### config.mk
export PLATFORM = sky130hd
export DESIGN_NAME = terminal_input_event_parser_unit
export DESIGN_NICKNAME = d
export VERILOG_FILES = /design/src/rtl/core/tiep_pkg.sv /design/src/rtl/core/tiep_div.sv /design/src/rtl/core/tiep_dpath.sv /design/src/rtl/core/tiep_ctrl.sv /design/src/rtl/core/terminal_input_event_parser_unit.sv
export SDC_FILE = /design/constraint.sdc
export NUM_CORES = 2
export LEC_CHECK = 0
export ABC_AREA = 0
export BUFFER_PORTS_ARGS = -buffer_cell sky130_fd_sc_hd__buf_2
export CAP_MARGIN = 20
export CORE_MARGIN = 5
export CORE_UTILIZATION = 60
export CTS_CLUSTER_SIZE = 25
export DETAILED_ROUTE_END_ITERATION = 16
export PLACE_DENSITY = 0.77
export REMOVE_ABC_BUFFERS = 1
export SYNTH_ARGS = -nofsm -noshare
export SYNTH_HDL_FRONTEND = slang
export SYNTH_SLANG_ARGS = --single-unit
### constraint.sdc
create_clock -name clk -period 9.5 [get_ports clk]
set_clock_uncertainty 0.15 [all_clocks]
set_input_delay 0.475 -clock clk [delete_from_list [all_inputs] [get_ports clk]]
set_output_delay 0.475 -clock clk [all_outputs]
set_load 0.02 [all_outputs]
### src/rtl/core/tiep_pkg.sv
`default_nettype none

package tiep_pkg;

  // Widths of the configuration registers and the mapped pixel coordinates.
  localparam int PARAM_BITS_DEF = 16;
  localparam int CELL_W         = 12;
  localparam int PIX_W          = 14;
  localparam int CFG_W          = 14;
  localparam int CFG_IDX_W      = 2;
  // (2c+1) fits in CELL_W+1 bits; times a PIX_W viewport.
  localparam int PROD_W         = CELL_W + 1 + PIX_W;
  localparam int DEN_W          = CELL_W + 1;

  // Byte codes seen on the terminal input.
  localparam logic [7:0] B_ETX     = 8'd3;
  localparam logic [7:0] B_DC1     = 8'd17;
  localparam logic [7:0] B_ESC     = 8'd27;
  localparam logic [7:0] B_CR      = 8'd13;
  localparam logic [7:0] B_LF      = 8'd10;
  localparam logic [7:0] B_DEL     = 8'd127;
  localparam logic [7:0] B_BS      = 8'd8;
  localparam logic [7:0] B_TAB     = 8'd9;
  localparam logic [7:0] B_SPACE   = 8'd32;
  localparam logic [7:0] B_LBRACK  = 8'h5B;
  localparam logic [7:0] B_LT      = 8'h3C;
  localparam logic [7:0] B_SEMI    = 8'h3B;
  localparam logic [7:0] B_PRESS   = 8'h4D;
  localparam logic [7:0] B_DIG0    = 8'h30;
  localparam logic [7:0] B_DIG9    = 8'h39;
  localparam logic [7:0] B_ARROW_A = 8'h41;
  localparam logic [7:0] B_ARROW_D = 8'h44;

  // Mouse button codes of interest.
  localparam int BTN_LAST_CLICK = 2;
  localparam int BTN_WHEEL_UP   = 64;
  localparam int BTN_WHEEL_DOWN = 65;
  localparam logic signed [7:0] SCROLL_STEP = 8'sd120;

  typedef enum logic [1:0] {
    PH_GROUND = 2'd0,
    PH_ESC    = 2'd1,
    PH_CSI    = 2'd2,
    PH_MOUSE  = 2'd3
  } phase_t;

  typedef enum logic [2:0] {
    EV_TEXT   = 3'd0,
    EV_KEY    = 3'd1,
    EV_CLICK  = 3'd2,
    EV_SCROLL = 3'd3,
    EV_QUIT   = 3'd4
  } ev_kind_t;

  typedef enum logic [2:0] {
    KEY_ENTER = 3'd0,
    KEY_BKSP  = 3'd1,
    KEY_TAB   = 3'd2,
    KEY_UP    = 3'd3,
    KEY_DOWN  = 3'd4,
    KEY_RIGHT = 3'd5,
    KEY_LEFT  = 3'd6
  } key_t;

  typedef enum logic [1:0] {
    CFG_COLUMNS = 2'd0,
    CFG_ROWS    = 2'd1,
    CFG_VP_W    = 2'd2,
    CFG_VP_H    = 2'd3
  } cfg_idx_t;

  typedef enum logic [1:0] {
    ST_IDLE  = 2'd0,
    ST_START = 2'd1,
    ST_WAIT  = 2'd2,
    ST_EMIT  = 2'd3
  } ctl_state_t;

  typedef struct packed {
    logic              hit;
    ev_kind_t          kind;
    key_t              key;
    logic [7:0]        text;
    logic [1:0]        button;
    logic signed [7:0] scroll;
  } ev_t;

  typedef struct packed {
    logic take;
    logic div_start;
    logic emit;
  } ctl_cmd_t;

  typedef struct packed {
    logic need_map;
    logic div_done;
    logic out_free;
  } ctl_stat_t;

endpackage

`default_nettype wire

### src/rtl/core/tiep_div.sv
`default_nettype none

module tiep_div #(
  parameter int NUM_W = tiep_pkg::PROD_W,
  parameter int DEN_W = tiep_pkg::DEN_W,
  parameter int Q_W   = tiep_pkg::PIX_W
) (
  input  wire logic             clk,
  input  wire logic             rst_n,
  input  wire logic             start,
  input  wire logic [NUM_W-1:0] num,
  input  wire logic [DEN_W-1:0] den,
  output logic                  done,
  output logic [Q_W-1:0]        quo
);

  localparam int CNT_W = $clog2(NUM_W + 1);

  logic             busy_r;
  logic             done_r;
  logic [CNT_W-1:0] cnt_r;
  logic [DEN_W-1:0] rem_r;
  logic [DEN_W-1:0] den_r;
  logic [NUM_W-1:0] num_r;
  logic [NUM_W-1:0] quo_r;

  logic [DEN_W:0]   shifted;
  logic [DEN_W:0]   diff;
  logic             fits;
  logic [DEN_W-1:0] rem_nxt;
  logic             last;

  // One quotient bit per cycle, restoring form.
  always_comb begin
    shifted = {rem_r, num_r[NUM_W-1]};
    fits    = shifted >= {1'b0, den_r};
    diff    = shifted - {1'b0, den_r};
    rem_nxt = fits ? diff[DEN_W-1:0] : shifted[DEN_W-1:0];
    last    = cnt_r == CNT_W'(NUM_W - 1);
  end

  always_ff @(posedge clk) begin
    if (!rst_n) begin
      busy_r <= 1'b0;
      done_r <= 1'b0;
      cnt_r  <= '0;
    end else begin
      done_r <= 1'b0;
      if (start) begin
        busy_r <= 1'b1;
        cnt_r  <= '0;
      end else if (busy_r) begin
        cnt_r <= cnt_r + CNT_W'(1);
        if (last) begin
          busy_r <= 1'b0;
          done_r <= 1'b1;
        end
      end
    end
  end

  always_ff @(posedge clk) begin
    if (start) begin
      num_r <= num;
      den_r <= den;
      rem_r <= '0;
    end else if (busy_r) begin
      rem_r <= rem_nxt;
      num_r <= {num_r[NUM_W-2:0], 1'b0};
      quo_r <= {quo_r[NUM_W-2:0], fits};
    end
  end

  assign done = done_r;
  assign quo  = quo_r[Q_W-1:0];

endmodule

`default_nettype wire

### src/rtl/core/tiep_dpath.sv
`default_nettype none

module tiep_dpath #(
  parameter int PARAM_BITS = tiep_pkg::PARAM_BITS_DEF
) (
  input  wire logic                             clk,
  input  wire logic                             rst_n,
  input  wire logic                             cfg_we,
  input  wire logic [tiep_pkg::CFG_IDX_W-1:0]   cfg_index,
  input  wire logic [tiep_pkg::CFG_W-1:0]       cfg_wdata,
  input  wire logic [7:0]                       in_byte,
  input  wire logic                             out_stall,
  input  wire tiep_pkg::ctl_cmd_t               cmd,
  output tiep_pkg::ctl_stat_t                   stat,
  output logic                                  out_valid,
  output logic [2:0]                            out_event_kind,
  output logic [2:0]                            out_key_code,
  output logic [7:0]                            out_text_byte,
  output logic [1:0]                            out_mouse_button,
  output logic                                  out_in_page,
  output logic [tiep_pkg::PIX_W-1:0]            out_page_x,
  output logic [tiep_pkg::PIX_W-1:0]            out_page_y,
  output logic signed [7:0]                     out_scroll_amount
);

  import tiep_pkg::*;

  localparam int PB = PARAM_BITS;

  // Configuration registers.
  logic [CELL_W-1:0] cols_r;
  logic [CELL_W-1:0] rows_r;
  logic [PIX_W-1:0]  vpw_r;
  logic [PIX_W-1:0]  vph_r;

  // Parser state.
  phase_t        phase_r;
  phase_t        phase_nxt;
  logic [1:0]    slot_r;
  logic [1:0]    slot_nxt;
  logic [PB-1:0] params_r   [3];
  logic [PB-1:0] params_nxt [3];

  ev_t           ev;
  ev_t           gnd_ev;
  logic          map_ok;
  logic [7:0]    arrow_off;
  logic [PB+3:0] acc_ext;
  logic [PB+3:0] acc_mul;
  logic [PB-1:0] acc_sat;

  // Pending mouse event while the pixel mapping runs.
  ev_kind_t          pend_kind_r;
  logic [1:0]        pend_button_r;
  logic signed [7:0] pend_scroll_r;

  logic [PROD_W-1:0] prod_x_r;
  logic [PROD_W-1:0] prod_y_r;
  logic [DEN_W-1:0]  cx;
  logic [DEN_W-1:0]  cy;

  logic              done_x;
  logic              done_y;
  logic [PIX_W-1:0]  quo_x;
  logic [PIX_W-1:0]  quo_y;

  logic              out_valid_r;
  logic              load_plain;

  function automatic ev_t ground_ev(input logic [7:0] b);
    ev_t e;
    e = '{hit: 1'b0, kind: EV_TEXT, key: KEY_ENTER, text: 8'd0, button: 2'd0,
          scroll: 8'sd0};
    if (b == B_ETX || b == B_DC1) begin
      e.hit  = 1'b1;
      e.kind = EV_QUIT;
    end else if (b == B_CR || b == B_LF) begin
      e.hit  = 1'b1;
      e.kind = EV_KEY;
      e.key  = KEY_ENTER;
    end else if (b == B_DEL || b == B_BS) begin
      e.hit  = 1'b1;
      e.kind = EV_KEY;
      e.key  = KEY_BKSP;
    end else if (b == B_TAB) begin
      e.hit  = 1'b1;
      e.kind = EV_KEY;
      e.key  = KEY_TAB;
    end else if (b >= B_SPACE && b != B_ESC) begin
      e.hit  = 1'b1;
      e.kind = EV_TEXT;
      e.text = b;
    end
    return e;
  endfunction

  always_ff @(posedge clk) begin
    if (!rst_n) begin
      cols_r <= '0;
      rows_r <= '0;
      vpw_r  <= '0;
      vph_r  <= '0;
    end else if (cfg_we) begin
      unique case (cfg_idx_t'(cfg_index))
        CFG_COLUMNS: cols_r <= cfg_wdata[CELL_W-1:0];
        CFG_ROWS:    rows_r <= cfg_wdata[CELL_W-1:0];
        CFG_VP_W:    vpw_r  <= cfg_wdata[PIX_W-1:0];
        CFG_VP_H:    vph_r  <= cfg_wdata[PIX_W-1:0];
      endcase
    end
  end

  // The map is valid only with all registers set and both cells on the page.
  assign map_ok = (cols_r != '0) && (rows_r != '0) && (vpw_r != '0) && (vph_r != '0) &&
                  (params_r[1] != '0) && (params_r[2] != '0) &&
                  (params_r[1] <= PB'(cols_r)) && (params_r[2] <= PB'(rows_r));

  always_comb begin
    gnd_ev     = ground_ev(in_byte);
    arrow_off  = in_byte - B_ARROW_A;
    acc_ext    = (PB+4)'(params_r[slot_r]);
    acc_mul    = (acc_ext << 3) + (acc_ext << 1) + (PB+4)'(in_byte - B_DIG0);
    acc_sat    = (acc_mul[PB+3:PB] != 4'd0) ? {PB{1'b1}} : acc_mul[PB-1:0];
    phase_nxt  = phase_r;
    slot_nxt   = slot_r;
    params_nxt = params_r;
    ev         = '{hit: 1'b0, kind: EV_TEXT, key: KEY_ENTER, text: 8'd0,
                   button: 2'd0, scroll: 8'sd0};
    unique case (phase_r)
      PH_ESC: begin
        phase_nxt = (in_byte == B_LBRACK) ? PH_CSI : PH_GROUND;
      end
      PH_CSI: begin
        phase_nxt = PH_GROUND;
        if (in_byte >= B_ARROW_A && in_byte <= B_ARROW_D) begin
          ev.hit  = 1'b1;
          ev.kind = EV_KEY;
          ev.key  = key_t'(3'(KEY_UP) + {1'b0, arrow_off[1:0]});
        end else if (in_byte == B_LT) begin
          phase_nxt  = PH_MOUSE;
          params_nxt = '{default: '0};
          slot_nxt   = 2'd0;
        end else begin
          ev = gnd_ev;
          if (in_byte == B_ESC) begin
            phase_nxt = PH_ESC;
          end
        end
      end
      PH_MOUSE: begin
        if (in_byte >= B_DIG0 && in_byte <= B_DIG9) begin
          params_nxt[slot_r] = acc_sat;
        end else if (in_byte == B_SEMI && slot_r < 2'd2) begin
          slot_nxt = slot_r + 2'd1;
        end else begin
          phase_nxt = PH_GROUND;
          if (in_byte == B_PRESS) begin
            if (params_r[0] <= PB'(BTN_LAST_CLICK)) begin
              ev.hit    = 1'b1;
              ev.kind   = EV_CLICK;
              ev.button = params_r[0][1:0];
            end else if (params_r[0] == PB'(BTN_WHEEL_UP) ||
                         params_r[0] == PB'(BTN_WHEEL_DOWN)) begin
              ev.hit    = 1'b1;
              ev.kind   = EV_SCROLL;
              ev.scroll = (params_r[0] == PB'(BTN_WHEEL_UP)) ? SCROLL_STEP : -SCROLL_STEP;
            end
          end
        end
      end
      default: begin
        ev        = gnd_ev;
        phase_nxt = (in_byte == B_ESC) ? PH_ESC : PH_GROUND;
      end
    endcase
  end

  assign stat.need_map = ev.hit && (ev.kind == EV_CLICK || ev.kind == EV_SCROLL) && map_ok;
  assign stat.out_free = !out_valid_r || !out_stall;
  assign stat.div_done = done_x && done_y;

  always_ff @(posedge clk) begin
    if (!rst_n) begin
      phase_r  <= PH_GROUND;
      slot_r   <= 2'd0;
      params_r <= '{default: '0};
    end else if (cmd.take) begin
      phase_r  <= phase_nxt;
      slot_r   <= slot_nxt;
      params_r <= params_nxt;
    end
  end

  // Cell c (1-based) maps to (2c-1) * viewport / (2 * cells).
  assign cx = {params_r[1][CELL_W-1:0], 1'b0} - DEN_W'(1);
  assign cy = {params_r[2][CELL_W-1:0], 1'b0} - DEN_W'(1);

  always_ff @(posedge clk) begin
    if (cmd.take) begin
      prod_x_r      <= PROD_W'(cx) * PROD_W'(vpw_r);
      prod_y_r      <= PROD_W'(cy) * PROD_W'(vph_r);
      pend_kind_r   <= ev.kind;
      pend_button_r <= ev.button;
      pend_scroll_r <= ev.scroll;
    end
  end

  tiep_div u_div_x (
    .clk   (clk),
    .rst_n (rst_n),
    .start (cmd.div_start),
    .num   (prod_x_r),
    .den   ({cols_r, 1'b0}),
    .done  (done_x),
    .quo   (quo_x)
  );

  tiep_div u_div_y (
    .clk   (clk),
    .rst_n (rst_n),
    .start (cmd.div_start),
    .num   (prod_y_r),
    .den   ({rows_r, 1'b0}),
    .done  (done_y),
    .quo   (quo_y)
  );

  assign load_plain = cmd.take && ev.hit && !stat.need_map;

  always_ff @(posedge clk) begin
    if (!rst_n) begin
      out_valid_r <= 1'b0;
    end else if (load_plain || cmd.emit) begin
      out_valid_r <= 1'b1;
    end else if (!out_stall) begin
      out_valid_r <= 1'b0;
    end
  end

  always_ff @(posedge clk) begin
    if (cmd.emit) begin
      out_event_kind    <= pend_kind_r;
      out_key_code      <= KEY_ENTER;
      out_text_byte     <= 8'd0;
      out_mouse_button  <= pend_button_r;
      out_in_page       <= 1'b1;
      out_page_x        <= quo_x;
      out_page_y        <= quo_y;
      out_scroll_amount <= pend_scroll_r;
    end else if (load_plain) begin
      out_event_kind    <= ev.kind;
      out_key_code      <= ev.key;
      out_text_byte     <= ev.text;
      out_mouse_button  <= ev.button;
      out_in_page       <= 1'b0;
      out_page_x        <= '0;
      out_page_y        <= '0;
      out_scroll_amount <= ev.scroll;
    end
  end

  assign out_valid = out_valid_r;

endmodule

`default_nettype wire

### src/rtl/core/tiep_ctrl.sv
`default_nettype none

module tiep_ctrl (
  input  wire logic                 clk,
  input  wire logic                 rst_n,
  input  wire logic                 in_valid,
  input  wire tiep_pkg::ctl_stat_t  stat,
  output tiep_pkg::ctl_cmd_t        cmd,
  output logic                      in_stall
);

  import tiep_pkg::*;

  ctl_state_t state_r;
  ctl_state_t state_nxt;

  always_ff @(posedge clk) begin
    if (!rst_n) begin
      state_r <= ST_IDLE;
    end else begin
      state_r <= state_nxt;
    end
  end

  always_comb begin
    state_nxt = state_r;
    cmd       = '0;
    in_stall  = 1'b1;
    unique case (state_r)
      ST_IDLE: begin
        in_stall = !stat.out_free;
        if (in_valid && stat.out_free) begin
          cmd.take = 1'b1;
          if (stat.need_map) begin
            state_nxt = ST_START;
          end
        end
      end
      ST_START: begin
        cmd.div_start = 1'b1;
        state_nxt     = ST_WAIT;
      end
      ST_WAIT: begin
        if (stat.div_done) begin
          state_nxt = ST_EMIT;
        end
      end
      ST_EMIT: begin
        if (stat.out_free) begin
          cmd.emit  = 1'b1;
          state_nxt = ST_IDLE;
        end
      end
    endcase
  end

endmodule

`default_nettype wire

### src/rtl/core/terminal_input_event_parser_unit.sv
// Terminal input event parser. Raw terminal bytes enter one per transfer on the
// in_ channel and at most one event per byte leaves on the out_ channel: quit
// for bytes 3 and 17, enter, backspace, tab and arrow keys, printable or UTF-8
// text bytes, and clicks and wheel scrolls decoded from SGR mouse reports
// (ESC [ < b;x;y M). A mouse press carries the reported cell mapped to a page
// pixel as floor((2c+1)*viewport/(2*cells)) with c the 0-based cell, and
// in_page is set only when all four configuration registers are nonzero and
// the cell lies on the displayed page; otherwise the event still comes out
// with in_page, page_x and page_y zero. Numbers in a mouse report saturate at
// 2^PARAM_BITS - 1. Most bytes are accepted and their event is in the output
// register on the next cycle. A mouse press that needs pixel mapping holds the
// input from its transfer to the next possible one through accept, start, the
// two bit-serial dividers that run side by side over all 27 numerator bits, a
// check that both have finished, and load, which also waits on a stalled
// output. A byte is accepted only when the output register is empty or its
// event leaves in the same cycle, so a waiting event stalls the input.
// Configuration registers are written through cfg_we, cfg_index and cfg_wdata
// and should only change while the block is idle.
`default_nettype none

module terminal_input_event_parser_unit #(
  parameter int PARAM_BITS = tiep_pkg::PARAM_BITS_DEF
) (
  input  wire logic                           clk,
  input  wire logic                           rst_n,
  input  wire logic                           cfg_we,
  input  wire logic [tiep_pkg::CFG_IDX_W-1:0] cfg_index,
  input  wire logic [tiep_pkg::CFG_W-1:0]     cfg_wdata,
  input  wire logic                           in_valid,
  output logic                                in_stall,
  input  wire logic [7:0]                     in_byte,
  output logic                                out_valid,
  input  wire logic                           out_stall,
  output logic [2:0]                          out_event_kind,
  output logic [2:0]                          out_key_code,
  output logic [7:0]                          out_text_byte,
  output logic [1:0]                          out_mouse_button,
  output logic                                out_in_page,
  output logic [tiep_pkg::PIX_W-1:0]          out_page_x,
  output logic [tiep_pkg::PIX_W-1:0]          out_page_y,
  output logic signed [7:0]                   out_scroll_amount
);

  import tiep_pkg::*;

  // Commands from the sequencer and status back from the datapath.
  ctl_cmd_t  cmd;
  ctl_stat_t stat;

  // The sequencer decides when a byte is taken and walks the mapping steps.
  tiep_ctrl u_ctrl (
    .clk      (clk),
    .rst_n    (rst_n),
    .in_valid (in_valid),
    .stat     (stat),
    .cmd      (cmd),
    .in_stall (in_stall)
  );

  // The datapath holds the parser state, the registers, the dividers and
  // the output register.
  tiep_dpath #(
    .PARAM_BITS (PARAM_BITS)
  ) u_dpath (
    .clk               (clk),
    .rst_n             (rst_n),
    .cfg_we            (cfg_we),
    .cfg_index         (cfg_index),
    .cfg_wdata         (cfg_wdata),
    .in_byte           (in_byte),
    .out_stall         (out_stall),
    .cmd               (cmd),
    .stat              (stat),
    .out_valid         (out_valid),
    .out_event_kind    (out_event_kind),
    .out_key_code      (out_key_code),
    .out_text_byte     (out_text_byte),
    .out_mouse_button  (out_mouse_button),
    .out_in_page       (out_in_page),
    .out_page_x        (out_page_x),
    .out_page_y        (out_page_y),
    .out_scroll_amount (out_scroll_amount)
  );

  // A byte that needs mapping starts the dividers on the very next cycle.
  a_map_starts_div : assert property (@(posedge clk) disable iff (!rst_n)
    (cmd.take && stat.need_map) |=> cmd.div_start)
    else $error("mapping did not start after a mouse press transfer");

  // A mapped event is only loaded into a free output register.
  a_emit_when_free : assert property (@(posedge clk) disable iff (!rst_n)
    cmd.emit |-> stat.out_free)
    else $error("mapped event loaded over a pending result");

  // A loaded mapped event shows up as a valid result.
  a_emit_shows : assert property (@(posedge clk) disable iff (!rst_n)
    cmd.emit |=> out_valid)
    else $error("mapped event did not appear on the output");

  // No byte transfer while a mapped event is being loaded.
  a_no_take_on_emit : assert property (@(posedge clk) disable iff (!rst_n)
    cmd.emit |-> !(in_valid && !in_stall))
    else $error("byte accepted while a mapped event was loaded");

endmodule

`default_nettype wire
Word level (Yosys, flattened, before mapping) --
Index checks and enable logic that the tools add are counted.
Operators by class: add/sub/neg operators 12, $mul 2, magnitude comparators 13, eq/ne operators 39, mux-type cells 88, bitwise gates (word level) 5, reduce and logical (&&, ||, !) cells 56
Operators with widths (count):
- two-way mux 48 bit | 3
- two-way mux 27 bit | 4
- one-hot mux 48 bit (2 select lines) | 1
- two-way mux 8 bit | 9
- two-way mux 16 bit | 4
- multiplier 13 x 14 -> 27 bit | 2
- bitwise mux 48 bit | 1
- two-way mux 14 bit | 3
- two-way mux 2 bit | 17
- binary-select mux 16 bit (select 2 bit) | 1
- demux 16 bit (select 2 bit) | 1
- == test 16 x 7 -> 1 bit (second input constant) | 2
- == test 8 x 4 -> 1 bit (second input constant) | 4
- <= comparator 16 x 12 -> 1 bit | 2
- two-way mux 4 bit | 8
- nonzero test 16 bit | 2
- two-way mux 10 bit | 3
- >= comparator 14 x 13 -> 1 bit | 2
- nonzero test 14 bit | 2
- two-way mux 13 bit | 2
- subtractor 13 x 1 -> 13 bit (second input constant) | 2
- subtractor 13 bit | 2
- two-way mux 25 bit | 1
- == test 8 x 7 -> 1 bit (second input constant) | 3
- other kinds (52) | 134
Word-level totals: flip-flop bits (word level) 373, input port bits 29, output and inout bits 55

Longest topological paths before layout --
word-level depth 18, depth in mapped cells 28, depth with buffers taken out 26

Modules after synthesis --
Synthesis repeated with hierarchy kept, for this count alone.
Unflattened totals: cell total of the unflattened synthesis 2955, area total of the unflattened synthesis 29674.7 um^2
By module, submodules not included:
- tiep_dpath | times used 1, cells an instance 2389, area an instance 22476.6 um^2, seq. area each 5285.1 um^2
- tiep_div | times used 2, cells an instance 273, area an instance 3514.6 um^2, seq. area each 2021.9 um^2
- tiep_ctrl | times used 1, cells an instance 20, area an instance 168.9 um^2, seq. area each 40.0 um^2

Worst setup path before layout --
OpenSTA, ideal clock, no wires.
kind register to register, start point register u_dpath.params_r[0] (netlist name), end point register u_dpath.prod_y_r[25] (data pin), setup time 266 ps, arrival 6756 ps, path slack 2329 ps, cell stages (with the launch flop) 26, path buffers 3, period minus slack after synthesis 7171 ps, path through dfxtp_1 clkbuf_1 inv_1 clkbuf_1 ha_1 nor3b_1 nor4b_1 xor2_1 clkbuf_1 and2_1 fa_1 fa_1 fa_1 fa_1 inv_1 fa_1 inv_1 ha_1 a21o_1 a21oi_1 o211ai_1 a31oi_2 o21ai_1 a2111oi_2 nor3_1 xor2_1
Between the ends: longest elaborated chain between the ends 2
Ends and longest elaborated chain:
- start: declaration | line tiep_dpath.sv:41 | logic [PB-1:0] params_r [3];
- start signal: assignment | line tiep_dpath.sv:190 | params_r <= params_nxt;
- subtractor 13 x 1 -> 13 bit | line tiep_dpath.sv:196 | assign cy = {params_r[2][CELL_W-1:0], 1'b0} - DEN_W'(1);
- multiplier 13 x 14 -> 27 bit | line tiep_dpath.sv:201 | prod_y_r <= PROD_W'(cy) * PROD_W'(vph_r);
- end signal: assignment | line tiep_dpath.sv:201
- end: declaration | line tiep_dpath.sv:58 | logic [PROD_W-1:0] prod_y_r;
No other way between the ends. A chain may end at the register's enable or synchronous reset.

Worst setup path in the final report --
start point register u_dpath.params_r[0] (netlist name), end point register u_dpath.prod_y_r[26] (data pin)
Same word-level chain as after synthesis.

==> results.cfg <==
[routing]
routedWlPerCell_um = 17.96
via_per_inst = 5.760
vias = 21180
drt_iter0_markers = 1456
drc = 0
wl_mm = 66.05
ant_nets = 0
first_pass_iters = 7

[cells_and_area]
syn_to_final_growth_pct = 8.214
register_area_mm2 = 0.009309
fill_cells = 3707
nets = 3579
multi_input_area_mm2 = 0.01753
design_area_mm2 = 0.03140
layout-drive-gt1-share = 0.08815
diodes = 0

[logic_synthesis]
ys_top_cells_by_area = edfxtp_1 21%, fa_1 19%, dfxtp_1 11%
async_reset_ff_frac = 0
syn_avg_cell_area_um2 = 9.682
synth_top_family_by_area = adder cells
yosysTopAreaCell = edfxtp_1
ys_types = 79
synth-simple-area-share = 0.1535
seq_area_frac_synth = 0.3208
synth_edf_count = 204
yosys_warnings = 0
syn_inst = 2997
synth_compound_area_frac = 0.08456
synth_mux_area_frac = 0.03859
syn_area_mm2 = 0.02902
synth_most_common_cell = inv_1
synth_fa_ha_area_frac = 0.2969
synth_common_cells = 445 x inv_1, 412 x nand2_1, 281 x fa_1, 239 x ha_1, 204 x edfxtp_1
synth-seq-cells = 363
ys.flop_type = edfxtp_1
synth-xor-area-share = 0.02958
synth_top_area_share = 0.2111

[cts]
cts_max_path_buffers = 3
worst_skew_pair.late_latency_ns = 0.60
ctsResizeCount = 0
clock_sinks = 363
htreeDepth = 2
cts_tree = built
clockRootBuffer = clkbuf_16
clk_pin_slew_ns = 0.06
cts_setup_buffers = 0
cts_buffers = 41

[timing]
max_slew.worst_pin.slew_ns = 1.119
period_needed_ns = 7.782
fmax_ghz = 0.1285
whs_ns = 0.06544
min_period_over_period = 0.8191
setup_violations = 0
timing.setup.tns_ns = 0
slew_viol_final = 0
rsz0062_at_grt = no
timing_hold_violations_final = 0
relSlewSlack = 0.2518

[worst_setup_path]
worstReg2RegStart = u_dpath.params_r[0]$_SDFFE_PN0P_
setup.worst_path.end_class = flop
ff2ff_path_depth = 22
worstPathArrival_ns = 7.96
start_kind = flop
crit_required_ns = 9.68
critPathMaxStageDelay_ns = 0.58
r2r_setup_slack_ns = 1.72
path_class = flop to flop
cp_max_fo = 14
rr_endpoint = u_dpath.prod_y_r[26]$_DFFE_PP_
cp_top_family = adder cells
path_common_cell = fa_1
cp_cell_sequence = inv_1 > ha_1 > nor3b_1 > nor4b_1 > xor2_1 > and2_1 > fa_1 > fa_1 > fa_1 > fa_1 > inv_1 > fa_1 > inv_1 > ha_1 > o2111ai_1 > a31oi_1 > o31ai_1 > o22ai_1 > o21ai_0 > o2111ai_1 > a21oi_1 > xnor2_1
crit_slowest_cell = xor2_1
worstPathBufferInverterCount = 3

[min_path]
whs_path_depth = 3
holdPathEnd = u_dpath.vph_r[0]$_SDFFE_PN0P_
min_from = cfg_wdata[0]
min_path_type = primary input to flop

[placement]
io_buffers = 80
place_area_mm2 = 0.02987
gp_congestion = 0.8953
dpl.hpwl_mm = 49.82

[power_and_ir_drop]
powerDensity_mw_per_mm2 = 143.5
vdd_drop_max_mv = 0.1291
p_leak_nw = 14.49
power_mw = 4.506

[die]
die_h_um = 229.9
fp.coreArea_mm2 = 0.04775
dieWidth_um = 229.9
num_io_pins = 84
start_util = 0.6077
num_rows = 80
die_area_mm2 = 0.05286

[outcome]
status = complete, no violations

[global_route]
antenna_found_initial = 1
grt_pass1_wl_mm = 110.1
grt_use_total = 0.2517
first_global_vias = 22080
grt_overflow = 0
grt_start_max_net_pins = 68

[run]
maxCapViolCount = 0
==> layout by cell type, fill, tap and decap left out, types with 10 or more instances in the layout <==
cell type	instances
inv_1	445
nand2_1	412
fa_1	281
ha_1	238
edfxtp_1	204
dfxtp_1	159
nor2_1	149
a21oi_1	130
and2_1	115
o21ai_0	115
buf_2	80
xnor2_1	66
mux2_2	55
mux2i_1	50
nand2b_1	49
clkbuf_16	42
and3_1	38
nor2b_1	34
a21o_1	32
xor2_1	32
buf_4	31
nor3_1	26
nand3_1	24
nor4_1	21
nand4_1	20
o22ai_1	14
a31oi_1	13
o21bai_1	12
a211oi_1	11
o21a_1	10
or2_2	10
==> report_power, final <==
part	switching [mW]	internal [mW]
Clock	0.683	0.953
Sequential	0.0596	1.78
Combinational	0.614	0.420
Total	1.36	3.15
==> state kept, by name, summed over array words and instances (netlist names), 5 cells and up <==
| name | cells |
|---|---|
| u_dpath.u_div_x.den_r | 12 |
| u_dpath.u_div_x.cnt_r | 5 |
| u_dpath.cols_r | 12 |
| u_dpath.u_div_y.rem_r | 13 |
| u_dpath.u_div_y.quo_r | 14 |
| u_dpath.u_div_x.rem_r | 13 |
| u_dpath.u_div_y.den_r | 12 |
| u_dpath.out_text_byte | 8 |
| u_dpath.u_div_x.quo_r | 14 |
| u_dpath.u_div_y.cnt_r | 5 |
| u_dpath.u_div_y.num_r | 27 |
| u_dpath.vpw_r | 14 |
| u_dpath.prod_x_r | 27 |
| u_dpath.rows_r | 12 |
| u_dpath.params_r | 48 |
| u_dpath.out_page_x | 14 |
| u_dpath.vph_r | 14 |
| u_dpath.u_div_x.num_r | 27 |
| u_dpath.prod_y_r | 27 |
| u_dpath.out_page_y | 14 |
==> final cells by class <==
| class | count | area share |
|---|---|---|
| sequential | 363 | 0.2965 |
| multi-input combinational | 2061 | 0.5583 |
| tap | 615 | 0.02451 |
| timing repair buffer | 116 | 0.02239 |
| inverter | 447 | 0.05347 |
| clock buffer | 50 | 0.03507 |
| clock inverter | 26 | 0.009763 |
==> logic make-up (layout without fill, tap and decap cells) <==
kind of cell,count (synthesis),in the layout
AND/OR/NAND/NOR,934,934
multiplexers,105,105
AO/OA/AOI/OAI,401,401
other,1,3
adder cells (fa/ha/maj),520,520
XOR/XNOR,98,98
buffers and inverters,575,639
flip-flops,363,363
==> worst max-delay path by stage <==
stage / cells past startpoint / to / startpoint
6_report: 22 / u_dpath.prod_y_r[26]$_DFFE_PP_ / u_dpath.params_r[0]$_SDFFE_PN0P_
5_1_grt: 22 / u_dpath.prod_y_r[26]$_DFFE_PP_ / u_dpath.params_r[0]$_SDFFE_PN0P_
4_1_cts: 22 / u_dpath.prod_y_r[26]$_DFFE_PP_ / u_dpath.params_r[0]$_SDFFE_PN0P_
3_5_place_dp: 22 / u_dpath.prod_y_r[26]$_DFFE_PP_ / u_dpath.params_r[0]$_SDFFE_PN0P_
3_3_place_gp: 22 / u_dpath.prod_y_r[26]$_DFFE_PP_ / u_dpath.params_r[0]$_SDFFE_PN0P_
2_1_floorplan: 22 / u_dpath.prod_y_r[25]$_DFFE_PP_ / u_dpath.params_r[0]$_SDFFE_PN0P_
==> timing repair <==
| action | 4_1_cts | 5_1_grt |
|---|---|---|
| endpoints found under the hold margin | 4 | 0 |
| hold buffers | 2 | 0 |
| endpoints found under the setup margin | 0 | 0 |
==> tightest hold or removal path, cell delays in order <==
cell,delay [ns]
buf_2,0.15
nand2_1,0.07
a21oi_1,0.06
==> routing by layer <==
metal / GRT usage / vias to the layer above / wire [µm]
li1: - / 9846 / -
met1: 0.3360 / 10480 / 27560
met2: 0.4285 / 704 / 32150
met3: 0.04071 / 159 / 4549
met4: 0.07323 / 0 / 1787
met5: 0 / - / 0
==> stage by stage <==
stage	utilization	setup WS, ns	cells
after floorplan	-	2.553	2871
after global placement	0.6248	1.673	3585
after detailed placement	0.6256	1.374	3589
after CTS	0.6555	1.278	3667
after global routing	0.6577	1.275	3678
final	0.6577	1.718	3678
Note: power is estimated with default switching activity, not from simulation.
